==> src/hdl/tcspq_pkg.sv <==
`timescale 1ns / 1ps
`default_nettype none
// ----------------------------------------------------------------------------
// tcspq_pkg
// Types, operation and status codes, and the ordering rule shared by the
// sorted priority queue cells and the top level.
// ----------------------------------------------------------------------------
package tcspq_pkg;

  localparam logic [1:0] FUNC_INSERT  = 2'd0;
  localparam logic [1:0] FUNC_EXTRACT = 2'd1;
  localparam logic [1:0] FUNC_CLEAR   = 2'd2;
  localparam logic [1:0] FUNC_NONE    = 2'd3;

  localparam logic [1:0] ST_OK    = 2'd0;
  localparam logic [1:0] ST_FULL  = 2'd1;
  localparam logic [1:0] ST_EMPTY = 2'd2;

  localparam int OCC_W = 5;

  typedef struct packed {
    logic [15:0] id;
    logic        prio;
    logic [15:0] arr_time;
  } entry_t;

  // Operation broadcast to every cell in the row.
  typedef struct packed {
    logic insert;
    logic extract;
  } cell_ctl_t;

  // True when entry a must be served before entry b.
  function automatic logic goes_before(input entry_t a, input entry_t b);
    logic res;
    if (a.prio != b.prio) begin
      res = a.prio;
    end else begin
      res = (a.arr_time < b.arr_time);
    end
    return res;
  endfunction

endpackage
`default_nettype wire

==> src/hdl/tcspq_req_if.sv <==
`timescale 1ns / 1ps
`default_nettype none
// ----------------------------------------------------------------------------
// tcspq_req_if
// Request channel: one operation word per handshake.
// ----------------------------------------------------------------------------
interface tcspq_req_if;
  logic        valid;
  logic        ready;
  logic [1:0]  func;
  logic        is_priority;
  logic [15:0] arrival_time;
  logic [15:0] entry_id;

  modport source (output valid, func, is_priority, arrival_time, entry_id,
                  input ready);
  modport sink (input valid, func, is_priority, arrival_time, entry_id,
                output ready);
endinterface
`default_nettype wire

==> src/hdl/tcspq_rsp_if.sv <==
`timescale 1ns / 1ps
`default_nettype none
// ----------------------------------------------------------------------------
// tcspq_rsp_if
// Result channel: one result word per handshake.
// ----------------------------------------------------------------------------
interface tcspq_rsp_if;
  logic        valid;
  logic        ready;
  logic        out_valid;
  logic [15:0] out_id;
  logic        out_priority;
  logic [15:0] out_time;
  logic [4:0]  occupancy;
  logic [1:0]  status;

  modport source (output valid, out_valid, out_id, out_priority, out_time,
                  occupancy, status, input ready);
  modport sink (input valid, out_valid, out_id, out_priority, out_time,
                occupancy, status, output ready);
endinterface
`default_nettype wire

==> src/hdl/two_class_sorted_priority_queue_core.sv <==
`timescale 1ns / 1ps
`default_nettype none
// ----------------------------------------------------------------------------
// two_class_sorted_priority_queue_core
// Sorted queue of up to QUEUE_DEPTH entries built as a row of cells.
// ----------------------------------------------------------------------------
// Usage:
//   req carries one operation per word: insert, extract head, clear all or none.
//   rsp returns exactly one result word for each request word, in order.
//   Every cell compares the broadcast entry with its own in the same cycle,
//   so each operation is settled in one step: the result word appears on
//   rsp in the cycle after the request is taken. One request word per cycle is
//   sustained while the receiver keeps taking results.
//   The result sits in an output register; req stays ready while that
//   register is empty or is being drained, so a stalled receiver holds the
//   pending result and blocks only the next request.
//   Favoured-class entries leave before normal ones; within a class the
//   earliest time leaves first and equal times leave in arrival order.
//   Reset (synchronous, active high) empties the queue and the output
//   register; the queue is ready in the first cycle after reset.
// ----------------------------------------------------------------------------
module two_class_sorted_priority_queue_core #(
  parameter int QUEUE_DEPTH = 16
) (
  input  wire          clk,
  input  wire          rst,
  tcspq_req_if.sink    req,
  tcspq_rsp_if.source  rsp
);
  import tcspq_pkg::*;

  localparam int CNT_BITS = $clog2(QUEUE_DEPTH + 1);
  localparam int CW = (CNT_BITS > OCC_W) ? CNT_BITS : OCC_W;

  logic [CW-1:0] cnt;
  logic [CW-1:0] cnt_next;
  logic          accept;
  logic          full;
  logic          empty;
  cell_ctl_t     ctl;
  entry_t        new_entry;
  entry_t        entries [QUEUE_DEPTH];
  logic          takes [QUEUE_DEPTH];

  logic          res_valid;
  logic          res_out_valid;
  entry_t        res_entry;
  logic [4:0]    res_occ;
  logic [1:0]    res_status;
  logic          ext_hit;
  logic [1:0]    status_next;

  assign req.ready = !res_valid || rsp.ready;
  assign accept    = req.valid && req.ready;
  assign full      = (cnt == CW'(QUEUE_DEPTH));
  assign empty     = (cnt == '0);

  assign new_entry.id       = req.entry_id;
  assign new_entry.prio     = req.is_priority;
  assign new_entry.arr_time = req.arrival_time;

  assign ctl.insert  = accept && (req.func == FUNC_INSERT) && !full;
  assign ctl.extract = accept && (req.func == FUNC_EXTRACT) && !empty;

  genvar gi;
  generate
    for (gi = 0; gi < QUEUE_DEPTH; gi++) begin : g_cell
      entry_t left_e;
      entry_t right_e;
      logic   left_t;
      if (gi == 0) begin : g_first
        assign left_e = new_entry;
        assign left_t = 1'b0;
      end else begin : g_mid
        assign left_e = entries[gi-1];
        assign left_t = takes[gi-1];
      end
      if (gi == QUEUE_DEPTH - 1) begin : g_last
        assign right_e = entries[gi];
      end else begin : g_inner
        assign right_e = entries[gi+1];
      end
      tcspq_cell u_cell (
        .clk         (clk),
        .ctl         (ctl),
        .new_entry   (new_entry),
        .left_entry  (left_e),
        .left_take   (left_t),
        .right_entry (right_e),
        .occupied    (CW'(gi) < cnt),
        .entry       (entries[gi]),
        .take        (takes[gi])
      );
    end
  endgenerate

  always_comb begin
    cnt_next    = cnt;
    status_next = ST_OK;
    ext_hit     = 1'b0;
    unique case (req.func)
      FUNC_INSERT: begin
        if (full) begin
          status_next = ST_FULL;
        end else begin
          cnt_next = cnt + CW'(1);
        end
      end
      FUNC_EXTRACT: begin
        if (empty) begin
          status_next = ST_EMPTY;
        end else begin
          ext_hit  = 1'b1;
          cnt_next = cnt - CW'(1);
        end
      end
      FUNC_CLEAR: begin
        cnt_next = '0;
      end
      FUNC_NONE: begin
        cnt_next = cnt;
      end
      default: begin
        cnt_next = cnt;
      end
    endcase
  end

  always_ff @(posedge clk) begin
    if (rst) begin
      cnt       <= '0;
      res_valid <= 1'b0;
    end else begin
      if (accept) begin
        cnt       <= cnt_next;
        res_valid <= 1'b1;
      end else if (rsp.ready) begin
        res_valid <= 1'b0;
      end
    end
  end

  always_ff @(posedge clk) begin
    if (accept) begin
      res_out_valid <= ext_hit;
      res_entry     <= ext_hit ? entries[0] : '0;
      res_occ       <= cnt_next[4:0];
      res_status    <= status_next;
    end
  end

  assign rsp.valid        = res_valid;
  assign rsp.out_valid    = res_out_valid;
  assign rsp.out_id       = res_entry.id;
  assign rsp.out_priority = res_entry.prio;
  assign rsp.out_time     = res_entry.arr_time;
  assign rsp.occupancy    = res_occ;
  assign rsp.status       = res_status;

`ifndef SYNTHESIS
  a_cnt_bound: assert property (@(posedge clk) disable iff (rst)
    cnt <= CW'(QUEUE_DEPTH))
    else $error("queue count above depth");

  a_head_sorted: assert property (@(posedge clk) disable iff (rst)
    (cnt >= CW'(2)) |-> !goes_before(entries[1], entries[0]))
    else $error("head entry out of order");

  a_ext_result: assert property (@(posedge clk) disable iff (rst)
    ctl.extract |=> (rsp.valid && rsp.out_valid && rsp.status == ST_OK))
    else $error("extract did not yield an entry");

  a_ins_count: assert property (@(posedge clk) disable iff (rst)
    ctl.insert |=> (cnt == $past(cnt) + CW'(1)))
    else $error("insert did not grow the queue");

  a_valid_ok: assert property (@(posedge clk) disable iff (rst)
    (rsp.valid && rsp.out_valid) |-> (rsp.status == ST_OK))
    else $error("extracted entry with error status");
`endif

endmodule
`default_nettype wire

==> src/hdl/tcspq_cell.sv <==
`timescale 1ns / 1ps
`default_nettype none
// ----------------------------------------------------------------------------
// tcspq_cell
// One slot of the sorted row. It compares the broadcast entry with its own
// and either keeps its entry, takes the new one, or takes a neighbour's.
// ----------------------------------------------------------------------------
module tcspq_cell (
  input  wire                     clk,
  input  wire tcspq_pkg::cell_ctl_t ctl,
  input  wire tcspq_pkg::entry_t  new_entry,
  input  wire tcspq_pkg::entry_t  left_entry,
  input  wire                     left_take,
  input  wire tcspq_pkg::entry_t  right_entry,
  input  wire                     occupied,
  output tcspq_pkg::entry_t       entry,
  output logic                    take
);
  import tcspq_pkg::*;

  entry_t entry_next;

  // An empty slot always counts as a place the new word may go.
  assign take = occupied ? goes_before(new_entry, entry) : 1'b1;

  always_comb begin
    entry_next = entry;
    priority if (ctl.insert) begin
      if (take) begin
        entry_next = left_take ? left_entry : new_entry;
      end
    end else if (ctl.extract) begin
      entry_next = right_entry;
    end
  end

  always_ff @(posedge clk) begin
    entry <= entry_next;
  end

endmodule
`default_nettype wire

==> src/flat_wrapper.sv <==
// flat-port wrapper written by rule: the top's interface ports become plain ports
module two_class_sorted_priority_queue_core_flat import tcspq_pkg::*;
#(
  parameter int QUEUE_DEPTH = 16
)
  (clk, rst, req_valid, req_func, req_is_priority, req_arrival_time, req_entry_id, req_ready, rsp_valid, rsp_out_valid, rsp_out_id, rsp_out_priority, rsp_out_time, rsp_occupancy, rsp_status, rsp_ready);
  tcspq_req_if req_i ();
  tcspq_rsp_if rsp_i ();
  input  wire clk;
  input  wire rst;
  input wire logic [$bits(req_i.valid)-1:0] req_valid;
  input wire logic [$bits(req_i.func)-1:0] req_func;
  input wire logic [$bits(req_i.is_priority)-1:0] req_is_priority;
  input wire logic [$bits(req_i.arrival_time)-1:0] req_arrival_time;
  input wire logic [$bits(req_i.entry_id)-1:0] req_entry_id;
  output wire logic [$bits(req_i.ready)-1:0] req_ready;
  output wire logic [$bits(rsp_i.valid)-1:0] rsp_valid;
  output wire logic [$bits(rsp_i.out_valid)-1:0] rsp_out_valid;
  output wire logic [$bits(rsp_i.out_id)-1:0] rsp_out_id;
  output wire logic [$bits(rsp_i.out_priority)-1:0] rsp_out_priority;
  output wire logic [$bits(rsp_i.out_time)-1:0] rsp_out_time;
  output wire logic [$bits(rsp_i.occupancy)-1:0] rsp_occupancy;
  output wire logic [$bits(rsp_i.status)-1:0] rsp_status;
  input wire logic [$bits(rsp_i.ready)-1:0] rsp_ready;
  assign req_i.valid = req_valid;
  assign req_i.func = req_func;
  assign req_i.is_priority = req_is_priority;
  assign req_i.arrival_time = req_arrival_time;
  assign req_i.entry_id = req_entry_id;
  assign req_ready = req_i.ready;
  assign rsp_valid = rsp_i.valid;
  assign rsp_out_valid = rsp_i.out_valid;
  assign rsp_out_id = rsp_i.out_id;
  assign rsp_out_priority = rsp_i.out_priority;
  assign rsp_out_time = rsp_i.out_time;
  assign rsp_occupancy = rsp_i.occupancy;
  assign rsp_status = rsp_i.status;
  assign rsp_i.ready = rsp_ready;
  two_class_sorted_priority_queue_core #(.QUEUE_DEPTH(QUEUE_DEPTH)) u_core (.clk(clk), .rst(rst), .req(req_i), .rsp(rsp_i));
endmodule
==> config.mk <==
export PLATFORM = sky130hd
export DESIGN_NAME = two_class_sorted_priority_queue_core_flat
export DESIGN_NICKNAME = d
export VERILOG_FILES = /design/src/hdl/tcspq_pkg.sv /design/src/hdl/tcspq_req_if.sv /design/src/hdl/tcspq_rsp_if.sv /design/src/hdl/two_class_sorted_priority_queue_core.sv /design/src/hdl/tcspq_cell.sv /design/src/flat_wrapper.sv
export SDC_FILE = /design/constraint.sdc
export NUM_CORES = 2
export LEC_CHECK = 0
export BUFFER_PORTS_ARGS = -buffer_cell sky130_fd_sc_hd__buf_4
export CAP_MARGIN = 10
export CORE_MARGIN = 3
export CORE_UTILIZATION = 37
export CTS_BUF_LIST = sky130_fd_sc_hd__clkbuf_16
export DETAILED_ROUTE_END_ITERATION = 12
export GPL_ROUTABILITY_DRIVEN = 0
export PLACE_DENSITY = 0.58
export SLEW_MARGIN = 20
export SYNTH_ARGS = -nofsm -noshare
export SYNTH_HDL_FRONTEND = slang
export SYNTH_SLANG_ARGS = --single-unit
==> constraint.sdc <==
create_clock -name clk -period 14.7 [get_ports clk]
set_input_delay 1.47 -clock clk [delete_from_list [all_inputs] [get_ports clk]]
set_output_delay 1.47 -clock clk [all_outputs]
set_load 0.1 [all_outputs]
==> reports/results.tsv <==
metric	value	unit
r2r_setup_slack	9100	ps
die-area	0.0987	mm2
path_class	in -> reg	
ys_ff_latch	575	
stdcell_area	0.0389	mm2
vias	28234	
nFillCells	8949	
synth_cells	3295	
post_cts_buffers	0	
slowest_stage	buf_4	
drive_gt1_frac	0.0979	
required	15050	ps
cp-start-kind	primary input	
worstPathArrival	6260	ps
nNetsFinal	3484	
dp_cells	4382	
cts_sinks	575	
fin_crit_sh	0.402	
min_path_type	reg -> reg	
hold_depth	2	
hold_buffers	0	
io_buffers	81	
crit_start	rsp_ready	
placed_area	0.0366	mm2
synth_cell_types	80	
pre_cts_ws	8280	ps
path_max_fanout	111	
synth-edff-count	569	
tritoncts	yes	
die_h	314	um
path_buf_inv	6	
cts-resized-gates	0	
via_per_inst	6.27	
ir_worst_vdd	77.2	uV
drcViolationCount	0	
cts_buffer_depth	3	
r2r_start	u_core.cnt[1]	
postRouteAntennaNets	0	
initial_core_util	0.375	
ys_warn_count	0	
wire_per_inst	25.6	um
synth_fp_nets	3577	
path_cells	buf_4, nor2b_1, inv_1, nand2_1, inv_2, nand2_8, buf_4, buf_4, buf_4, a211oi_1, a221o_1	
avgSynthCellArea	10.7	um2
powerDensity	109	mW/mm2
htree_levels	3	
drt_iter0_markers	3727	
core-area	0.0937	mm2
status	completed	
reg2reg_to	u_core.g_cell[8].u_cell.entry[15]	
slowest_delay	910	ps
grt_pass1_vias	26953	
grtUsageTotal	0.226	
ios	82	
r2r_cells	10	
grt_max_degree	112	
cts_buffers	69	
fmax	0.169	GHz
async_flop_share	0	
netlist_area	0.0351	mm2
holdWs	541	ps
min_from	u_core.g_cell[1].u_cell.entry[21]	
ys.flop_type	edfxtp_1	
layout_setup_ws	8800	ps
clk_pin_slew	60	ps
rsz0062_at_grt	no	
insertion_delay	620	ps
ys_seq_area_frac	0.490	
tns	0	ps
slew_headroom	0.291	
finalHoldViolCount	0	
fin_crit	5900	ps
clock_skew	23.7	ps
critPathCaptureType	flip-flop	
dp_hpwl	78600	um
leakage	14.9	nW
antenna_found_initial	1	
area.growth.synth_to_final	10.7	%
drv_slew	0	
worst_hold_path.endpoint	u_core.g_cell[0].u_cell.entry[21]	
grt_pass1_wl	173000	um
tightest_slew	1060	ps
num_rows	112	
critPathMostFrequentCell	buf_4	
setup_viol	0	
cap_violations	0	
first_pass_iters	5	
path_delay_family	buffers and inverters	
die_w	314	um
finalWirelength	115000	um
instances_no_fill	4504	
cts-root-buf	clkbuf_16	
grt-ovfl-total	0	
==> registers in the layout, indices dropped and copies added (netlist names) <==
signal                      cells
u_core.rsp.out_valid            1
u_core.rsp.occupancy            5
u_core.rsp.valid                1
u_core.rsp.status               2
u_core.rsp.out_priority         1
u_core.rsp.out_time            16
u_core.cnt                      5
u_core.g_cell.u_cell.entry    528
u_core.rsp.out_id              16
==> synthesized netlist by cell type (59+ instances only) <==
cell type / number / area, um2
o211ai_1: 64 / 480
ha_1: 243 / 3040
a21oi_1: 220 / 1100
nand3_1: 106 / 531
a31oi_1: 107 / 669
inv_1: 260 / 976
nor2_1: 59 / 221
a221o_1: 293 / 2930
edfxtp_1: 569 / 17100
clkbuf_1: 171 / 642
buf_2: 82 / 410
o21ai_0: 97 / 485
nand2_1: 357 / 1340
a211oi_1: 117 / 878
==> area by class of cell <==
type                            instances  area, um2  area share
Sequential cell                       575      17200       0.442
Multi-Input combinational cell       2142      15700       0.403
Clock buffer                           74       1850      0.0476
Tap cell                             1254       1570      0.0403
Timing Repair Buffer                  151       1210      0.0312
Inverter                              263        990      0.0254
Clock inverter                         44        377     0.00968
Antenna cell                            1       2.50   0.0000643
==> metrics by stage <==
stage	power [mW]	util
6_report	4.25	0.415
3_5_place_dp	2.54	0.390
3_3_place_gp	2.53	0.390
5_1_grt	4.39	0.415
2_1_floorplan	2.35	-
4_1_cts	4.27	0.414
==> worst register-to-register path, stage by stage, from the launching register on <==
cell	delay, ps
dfxtp_1	480
inv_1	290
ha_1	260
nor3b_2	500
a21oi_2	240
nand2_8	580
buf_4	1040
buf_4	700
buf_4	800
a211oi_1	170
a221o_1	290
==> routing by layer <==
metal / track usage / vias up / routed length (um)
met2: 0.332 / 1484 / 49600
met1: 0.335 / 13879 / 51300
met3: 0.0475 / 157 / 11900
li1: - / 12714 / -
met5: 0 / - / 0
met4: 0.0657 / 0 / 2610
==> layout by cell type, fill, tap and decap left out, drive strengths merged, types with 8 or more instances in the layout <==
master / n
edfxtp: 569
nand2: 358
a221o: 293
inv: 277
ha: 243
a21oi: 223
buf: 151
o21ai: 145
a211oi: 117
a31oi: 107
nand3: 106
clkbuf: 74
o211ai: 64
nor2: 59
o221ai: 47
and2: 45
and3: 40
a22oi: 35
a21o: 35
mux2: 32
a311oi: 31
clkinv: 21
a221oi: 20
nand4: 16
nand2b: 15
o21a: 14
a211o: 11
nor2b: 9
nor3: 8
==> worst max-delay path by stage <==
stage                     depth (start not counted)                                end
after global placement                           11  u_core.g_cell[8].u_cell.entry[15]
final                                            11  u_core.g_cell[8].u_cell.entry[15]
after global routing                             11  u_core.g_cell[8].u_cell.entry[15]
after CTS                                        11  u_core.g_cell[8].u_cell.entry[15]
after detailed placement                         11  u_core.g_cell[8].u_cell.entry[15]
after floorplan                                   8  u_core.g_cell[13].u_cell.entry[0]
==> power by group <==
group | internal (mW) | switching, mW
sequential | 1.91 | 0.0452
clock | 1.01 | 0.718
combinational | 0.183 | 0.387
total | 3.10 | 1.15
==> cell families after synthesis <==
kind of cell,after synthesis,share of synthesized area
and+or+nand+nor,678,0.0882
adders and majority gates,243,0.0865
muxes,34,0.0136
DFF,575,0.490
AOI/OAI and AO/OA,1186,0.252
buffers and inverters,578,0.0695
xor gates and xnor gates,1,0.000249
Note: power is estimated with default switching activity, not from simulation.
